## config.mk

```make
export PLATFORM = sky130hd
export DESIGN_NAME = timed_motor_positioner
export DESIGN_NICKNAME = d
export VERILOG_FILES = /design/src/tmpos_pkg.sv /design/src/timed_motor_positioner.sv /design/src/tmpos_core.sv
export SDC_FILE = /design/constraint.sdc
export NUM_CORES = 1
export LEC_CHECK = 0
export BUFFER_PORTS_ARGS = -buffer_cell sky130_fd_sc_hd__buf_4
export CORE_ASPECT_RATIO = 1.25
export CORE_MARGIN = 4
export CORE_UTILIZATION = 55
export CTS_BUF_LIST = sky130_fd_sc_hd__clkbuf_8 sky130_fd_sc_hd__clkbuf_16
export DETAILED_ROUTE_END_ITERATION = 8
export PLACE_DENSITY = 0.73
export SKIP_CTS_REPAIR_TIMING = 1
export SLEW_MARGIN = 20
export SYNTH_ARGS = -nofsm -noshare
export SYNTH_HDL_FRONTEND = slang
export SYNTH_SLANG_ARGS = --single-unit
```

## constraint.sdc

```tcl
create_clock -name clk -period 15.65 [get_ports clk]
set_clock_uncertainty 0.05 [all_clocks]
set_input_delay 1.565 -clock clk [delete_from_list [all_inputs] [get_ports clk]]
set_output_delay 1.565 -clock clk [all_outputs]
set_load 0.01 [all_outputs]
```

## src/tmpos_pkg.sv

```systemverilog
// Package for the timed motor positioner: action and drive codes, register
// indexes, default constants and the state and result types. No dependencies.
package tmpos_pkg;

  localparam int unsigned FullStrokeDef   = 20000;
  localparam int unsigned PosW            = 16;
  localparam int unsigned StallW          = 10;
  localparam int unsigned CfgIdxW         = 1;
  localparam int unsigned CfgDataW        = 16;

  localparam logic [StallW-1:0] StallTimeoutRst  = 10'd50;
  localparam logic [PosW-1:0]   EndpointExtRst   = 16'd5000;
  localparam logic [PosW-1:0]   GoalRst          = 16'hFFFF;
  localparam logic [PosW-1:0]   CountMax         = 16'hFFFF;

  // floor(p / 100) == (p * 5243) >> 19 for every p up to 43698
  localparam logic [12:0]       Div100Mul        = 13'd5243;
  localparam int unsigned       Div100Shift      = 19;

  localparam logic [2:0] ACT_TICK   = 3'd0;
  localparam logic [2:0] ACT_HALL   = 3'd1;
  localparam logic [2:0] ACT_MOVE   = 3'd2;
  localparam logic [2:0] ACT_STOP   = 3'd3;
  localparam logic [2:0] ACT_PRESET = 3'd4;

  localparam logic [1:0] MOTION_STOP = 2'd0;
  localparam logic [1:0] MOTION_FWD  = 2'd1;
  localparam logic [1:0] MOTION_BACK = 2'd2;

  localparam logic [CfgIdxW-1:0] CFG_STALL_TIMEOUT = 1'd0;
  localparam logic [CfgIdxW-1:0] CFG_ENDPOINT_EXT  = 1'd1;

  typedef struct packed {
    logic [1:0]      motion;
    logic [PosW-1:0] position;
    logic [PosW-1:0] goal;
    logic [PosW-1:0] budget;
    logic [PosW-1:0] elapsed;
    logic [PosW-1:0] gap;
  } tmpos_state_t;

  typedef struct packed {
    logic [1:0]      drive;
    logic [PosW-1:0] position;
    logic            move_done;
    logic            save_strobe;
    logic [PosW-1:0] save_value;
  } tmpos_result_t;

endpackage

```

## src/timed_motor_positioner.sv

```systemverilog
// Timed motor positioner top level: valid/ready channels, config registers,
// state and result registers. Depends on tmpos_pkg and tmpos_core.
// Throughput: one item per cycle while no result is held or out_ready is high;
// a single update stage sits between the state registers and the result
// register, which frees whenever out_ready is high.
// Reset (rst_n low, synchronous): stopped, position 0, goal all ones, counters 0,
// stall timeout 50, endpoint extension 5000, no result pending.
module timed_motor_positioner
  import tmpos_pkg::*;
#(
  parameter int unsigned FULL_STROKE = FullStrokeDef
) (
  input  logic                 clk,
  input  logic                 rst_n,
  input  logic                 in_valid,
  output logic                 in_ready,
  input  logic [2:0]           in_action,
  input  logic [PosW-1:0]      in_target,
  output logic                 out_valid,
  input  logic                 out_ready,
  output logic [1:0]           out_drive,
  output logic [PosW-1:0]      out_position,
  output logic                 out_move_done,
  output logic                 out_save_strobe,
  output logic [PosW-1:0]      out_save_value,
  input  logic                 cfg_valid,
  output logic                 cfg_ready,
  input  logic [CfgIdxW-1:0]   cfg_index,
  input  logic [CfgDataW-1:0]  cfg_data
);

  tmpos_state_t         state_r;
  tmpos_state_t         state_nxt;
  tmpos_result_t        res_r;
  tmpos_result_t        res_nxt;
  logic                 out_valid_r;
  logic [StallW-1:0]    stall_timeout_r;
  logic [PosW-1:0]      endpoint_ext_r;
  logic                 in_xfer;

  assign in_ready  = !out_valid_r || out_ready;
  assign in_xfer   = in_valid && in_ready;
  assign cfg_ready = 1'b1;

  tmpos_core #(
    .FULL_STROKE(FULL_STROKE)
  ) u_core (
    .state         (state_r),
    .action        (in_action),
    .target        (in_target),
    .stall_timeout (stall_timeout_r),
    .endpoint_ext  (endpoint_ext_r),
    .state_nxt     (state_nxt),
    .result        (res_nxt)
  );

  always_ff @(posedge clk) begin
    if (!rst_n) begin
      stall_timeout_r <= StallTimeoutRst;
      endpoint_ext_r  <= EndpointExtRst;
    end else if (cfg_valid && cfg_ready) begin
      case (cfg_index)
        CFG_STALL_TIMEOUT: stall_timeout_r <= cfg_data[StallW-1:0];
        CFG_ENDPOINT_EXT:  endpoint_ext_r  <= cfg_data;
        default: ;
      endcase
    end
  end

  always_ff @(posedge clk) begin
    if (!rst_n) begin
      state_r.motion   <= MOTION_STOP;
      state_r.position <= '0;
      state_r.goal     <= GoalRst;
      state_r.budget   <= '0;
      state_r.elapsed  <= '0;
      state_r.gap      <= '0;
      out_valid_r      <= 1'b0;
    end else begin
      if (in_xfer) begin
        state_r     <= state_nxt;
        out_valid_r <= 1'b1;
      end else if (out_ready) begin
        out_valid_r <= 1'b0;
      end
    end
  end

  always_ff @(posedge clk) begin
    if (in_xfer) begin
      res_r <= res_nxt;
    end
  end

  assign out_valid       = out_valid_r;
  assign out_drive       = res_r.drive;
  assign out_position    = res_r.position;
  assign out_move_done   = res_r.move_done;
  assign out_save_strobe = res_r.save_strobe;
  assign out_save_value  = res_r.save_value;

  a_done_stops: assert property (@(posedge clk) disable iff (!rst_n)
    out_valid && out_move_done |-> out_drive == MOTION_STOP)
    else $error("move_done with motor still driven");

  a_save_round: assert property (@(posedge clk) disable iff (!rst_n)
    out_valid && out_save_strobe |->
      (out_save_value <= out_position) && (out_position - out_save_value < 16'd100))
    else $error("save value not position rounded down to 100");

  a_pos_range: assert property (@(posedge clk) disable iff (!rst_n)
    out_valid |-> {1'b0, out_position} <= (PosW+1)'(FULL_STROKE))
    else $error("position beyond full stroke");

  a_result_follows: assert property (@(posedge clk) disable iff (!rst_n)
    in_xfer |=> out_valid)
    else $error("accepted item produced no result");

endmodule

```

## src/tmpos_core.sv

```systemverilog
// Next-state and result logic for one item of the timed motor positioner.
// Purely combinational; depends on tmpos_pkg.
module tmpos_core
  import tmpos_pkg::*;
#(
  parameter int unsigned FULL_STROKE = FullStrokeDef
) (
  input  tmpos_state_t        state,
  input  logic [2:0]          action,
  input  logic [PosW-1:0]     target,
  input  logic [StallW-1:0]   stall_timeout,
  input  logic [PosW-1:0]     endpoint_ext,
  output tmpos_state_t        state_nxt,
  output tmpos_result_t       result
);

  localparam logic [PosW-1:0] Stroke = PosW'(FULL_STROKE);

  logic [PosW-1:0]   tgt;
  logic [PosW-1:0]   el_inc;
  logic [PosW-1:0]   gap_inc;
  logic [PosW-1:0]   stall_ext;
  logic              goal_end;
  logic              tgt_end;
  logic [PosW:0]     fwd_sum;
  logic [PosW-1:0]   fwd_pos;
  logic [PosW-1:0]   back_pos;
  logic [PosW-1:0]   halt_pos;
  logic [PosW-1:0]   diff;
  logic              done;
  logic [28:0]       prod;
  logic [9:0]        quot;
  logic [PosW-1:0]   rounded;

  assign tgt       = (target > Stroke) ? Stroke : target;
  assign el_inc    = (state.elapsed == CountMax) ? state.elapsed : state.elapsed + 16'd1;
  assign gap_inc   = (state.gap == CountMax) ? state.gap : state.gap + 16'd1;
  assign stall_ext = {{(PosW-StallW){1'b0}}, stall_timeout};
  assign goal_end  = (state.goal == '0) || (state.goal == Stroke);
  assign tgt_end   = (tgt == '0) || (tgt == Stroke);

  assign fwd_sum   = {1'b0, state.position} + {1'b0, state.elapsed};
  assign fwd_pos   = (fwd_sum > {1'b0, Stroke}) ? Stroke : fwd_sum[PosW-1:0];
  assign back_pos  = (state.elapsed >= state.position) ? '0 :
                     state.position - state.elapsed;
  assign halt_pos  = (state.motion == MOTION_FWD) ? fwd_pos : back_pos;
  assign diff      = (state.position > tgt) ? state.position - tgt : tgt - state.position;

  always_comb begin
    state_nxt = state;
    done      = 1'b0;
    case (action)
      ACT_TICK: begin
        if (state.motion != MOTION_STOP) begin
          state_nxt.elapsed = el_inc;
          state_nxt.gap     = gap_inc;
          if ((el_inc >= state.budget) || (gap_inc > stall_ext)) begin
            if ((gap_inc < stall_ext) && goal_end) begin
              state_nxt.elapsed = '0;
              state_nxt.budget  = endpoint_ext;
            end else begin
              state_nxt.position = state.goal;
              state_nxt.motion   = MOTION_STOP;
              done               = 1'b1;
            end
          end
        end
      end
      ACT_HALL: begin
        state_nxt.gap = '0;
      end
      ACT_MOVE: begin
        state_nxt.goal   = tgt;
        state_nxt.budget = tgt_end ? Stroke : diff;
        if ((state.position < tgt) || (tgt >= Stroke)) begin
          state_nxt.elapsed = '0;
          state_nxt.gap     = '0;
          state_nxt.motion  = MOTION_FWD;
        end else if ((state.position > tgt) || (tgt == '0)) begin
          state_nxt.elapsed = '0;
          state_nxt.gap     = '0;
          state_nxt.motion  = MOTION_BACK;
        end else if (state.motion != MOTION_STOP) begin
          state_nxt.position = halt_pos;
          state_nxt.motion   = MOTION_STOP;
          done               = 1'b1;
        end
      end
      ACT_STOP: begin
        if (state.motion != MOTION_STOP) begin
          state_nxt.position = halt_pos;
          state_nxt.motion   = MOTION_STOP;
          done               = 1'b1;
        end
      end
      ACT_PRESET: begin
        state_nxt.position = tgt;
      end
      default: begin
        state_nxt = state;
      end
    endcase
  end

  // round down to a multiple of 100 by reciprocal multiply
  assign prod    = {13'd0, state_nxt.position} * {16'd0, Div100Mul};
  assign quot    = prod[Div100Shift +: 10];
  assign rounded = {quot, 6'd0} + {1'b0, quot, 5'd0} + {4'd0, quot, 2'd0};

  always_comb begin
    result.drive       = state_nxt.motion;
    result.position    = state_nxt.position;
    result.move_done   = done;
    result.save_strobe = done;
    result.save_value  = done ? rounded : '0;
  end

endmodule
```

==> qor.csv <==
metric,value,unit
outcome,completed,
ir_drop,0.0002590,V
fin_nets,2219,
crit_arrival,14170,ps
wl_per_cell,20.44,um
worstReg2RegStart,state_r[16]$_SDFFE_PN0P_,
p_switching,0.001135,W
grt_pass1_vias,13821,
netlist_area,15340,um2
finalCritPeriodShare,0.8958,
synth.distinct_cells,92,
gp_congestion,0.9656,
p_int,0.001418,W
drive_gt1_frac,0.08535,
cts_buffer_depth,2,
mostFrequentLayoutCells,"inv_1 (242), ha_1 (213), a21oi_1 (160), nand2_1 (160), nor2_1 (114)",
antenna_found_initial,0,
power_frac_comb,0.660,
clk_pin_slew_worst_paths,70,ps
numCtsBuffers,17,
drtIter0Drc,1013,
grt_max_degree,59,
synth_flop_cell,dfxtp_1,
grt_util_all_layers,0.2986,
multi_input_area,10960,um2
drc,0,
cp_top_family,compound AO/OA/AOI/OAI gates,
path_class,input pin to flip-flop,
start_util,0.5565,
ant_nets,0,
hold_viol_final,0,
via_count,13837,
max_clock_freq,0.07133,GHz
setup_violations,0,
clockPowerShare,0.174,
ios,80,
die_x,157.4,um
regToRegEndpoint,out_save_value[15]$_SDFFCE_PN0P_,
dieArea,30650,um2
antennaDiodeCount,0,
crit_required,15800,ps
place_ws,1091,ps
worstSetupStartpointType,input pin,
pwr-share-seq,0.166,
core,27570,um2
setup_ws,1631,ps
worstHoldStart,stall_timeout_r[7]$_SDFFE_PN0P_,
h-tree-depth,4,
synth.avg_cell_area,8.288,um2
crit_path_top_delay_cell,a2111oi_4,
clk_latency,450,ps
hold_depth,2,
yosysTopAreaCellShare,0.1737,
reg2reg_slack,1950,ps
routed_wl,45.95,mm
yosysSeqAreaShare,0.2068,
drv_slew,0,
p_leak,7.872,nW
die_h,194.7,um
ys_seq_elements,142,
via_per_inst,6.155,
io_buffers,76,
cts_sinks,142,
swShare,0.4447,
rows,68,
fin_crit,14020,ps
yosysTopAreaCell,ha_1,
worst_slew_pin_slew,1071,ps
async_reset_ff_frac,0,
maxSlewHeadroom,0.2852,
critical_path.max_fanout,10,
cts_root_buf,clkbuf_16,
yosysWarnings,0,
dp_hpwl,36.60,mm
rsz0062_at_grt,no,
layout_commonest_cell,inv_1,
synth_area_leaders,"ha_1 (17%), dfxtp_1 (14%), fa_1 (10%)",
hp-class,flip-flop to flip-flop,
cpMostUsedCell,inv_1,
ff_latch_area,3173,um2
grt_pass1_wl,72.32,mm
crit_buf_inv,10,
fill_cells,2482,
tns,0,ps
cp-end-kind,flip-flop,
maxCapViolations,0,
hold_end,stall_timeout_r[7]$_SDFFE_PN0P_,
first_pass_iters,7,
p_per_area,152.0,nW/um2
cts_tree,done,
grt.overflow.total,0,
synth_edf_count,33,
syn_inst,1851,
r2r_cells,48,
cpPeakStageDelay,560,ps
area_growth,9.477,%
[worst max-delay path by stage]
stage / startpoint / end / slack (ps) / cells past startpoint
global route: in_target[1] / out_save_value[15]$_SDFFCE_PN0P_ / 620 / 48
detailed placement: in_target[1] / out_save_value[15]$_SDFFCE_PN0P_ / 1090 / 47
CTS: in_target[1] / out_save_value[15]$_SDFFCE_PN0P_ / 1520 / 47
floorplan: in_target[1] / out_save_value[15]$_SDFFCE_PN0P_ / 2910 / 47
finish: in_target[1] / out_save_value[15]$_SDFFCE_PN0P_ / 1630 / 52
global placement: in_target[1] / out_save_value[15]$_SDFFCE_PN0P_ / 1380 / 47
[cells by family after synthesis]
| family | count (synthesis) | synth area share |
|---|---|---|
| xor gates and xnor gates | 88 | 0.05024 |
| DFF | 142 | 0.2068 |
| AOI/OAI and AO/OA | 492 | 0.2169 |
| and+or+nand+nor | 499 | 0.1582 |
| muxes | 14 | 0.009379 |
| other | 2 | 0.0004895 |
| adders and majority gates | 292 | 0.2768 |
| buffers and inverters | 322 | 0.08115 |
[metrics by stage]
stage | instances | hold slack [ps] | area (um2) | util | total power [W]
after CTS | 2247 | 409.8 | 16770 | 0.6084 | 0.002571
after global placement | 2216 | 394.3 | 16150 | 0.5859 | 0.002047
after detailed placement | 2216 | 400.8 | 16150 | 0.5859 | 0.002114
after global routing | 2248 | 418.7 | 16790 | 0.6093 | 0.002831
final | 2248 | 410.3 | 16790 | 0.6093 | 0.002553
after floorplan | 1853 | 384.7 | 15350 | - | 0.001705
[tightest hold or removal path, cell delays in order (launching register included)]
cell and delay, ps:
dfxtp_1 310, nand2_1 50, a21oi_1 50
[metal layers]
metal	wire [um]	vias to the layer above	track usage	part of all wire
li1	-	6547	-	-
met1	17640	6609	0.3528	0.38
met2	23160	525	0.5196	0.50
met3	2358	156	0.03630	0.051
met4	2780	0	0.1642	0.061
met5	0	-	0	0
[registers in the layout, summed over array words and instances, names as in the netlist]
name             flops
out_position        16
endpoint_ext_r      16
state_r             82
out_save_strobe      1
stall_timeout_r     10
out_valid            1
out_save_value      14
out_drive            2
[synthesized netlist by cell type, drive strengths merged, types with 23 or more instances]
cell and number:
nor2b 25, edfxtp 33, nand3 33, inv 244
xor2 24, xnor2 64, ha 213, nor3 38
o211ai 23, nand4 25, a211oi 24, o21ai 97
nor2 114, a21o 26, a21oi 160, fa 79
dfxtp 109, clkbuf 53, buf 24, nand2 160
[power by group through the flow]
stage | Combinational [W] | Clock (W) | Sequential (W)
floorplan | 0.00127 | 0 | 0.000431
global placement | 0.00161 | 0 | 0.000432
detailed placement | 0.00168 | 0 | 0.000432
CTS | 0.00170 | 0.000446 | 0.000424
global route | 0.00194 | 0.000460 | 0.000427
finish | 0.00168 | 0.000444 | 0.000425
[final cells by class]
| type | instances | area share |
|---|---|---|
| Inverter | 245 | 0.05476 |
| Sequential cell | 142 | 0.1889 |
| Clock inverter | 12 | 0.009312 |
| Tap cell | 350 | 0.02607 |
| Multi-Input combinational cell | 1389 | 0.6524 |
| Clock buffer | 19 | 0.02764 |
| Timing Repair Buffer | 91 | 0.04090 |
(Power assumes the default switching activity.)
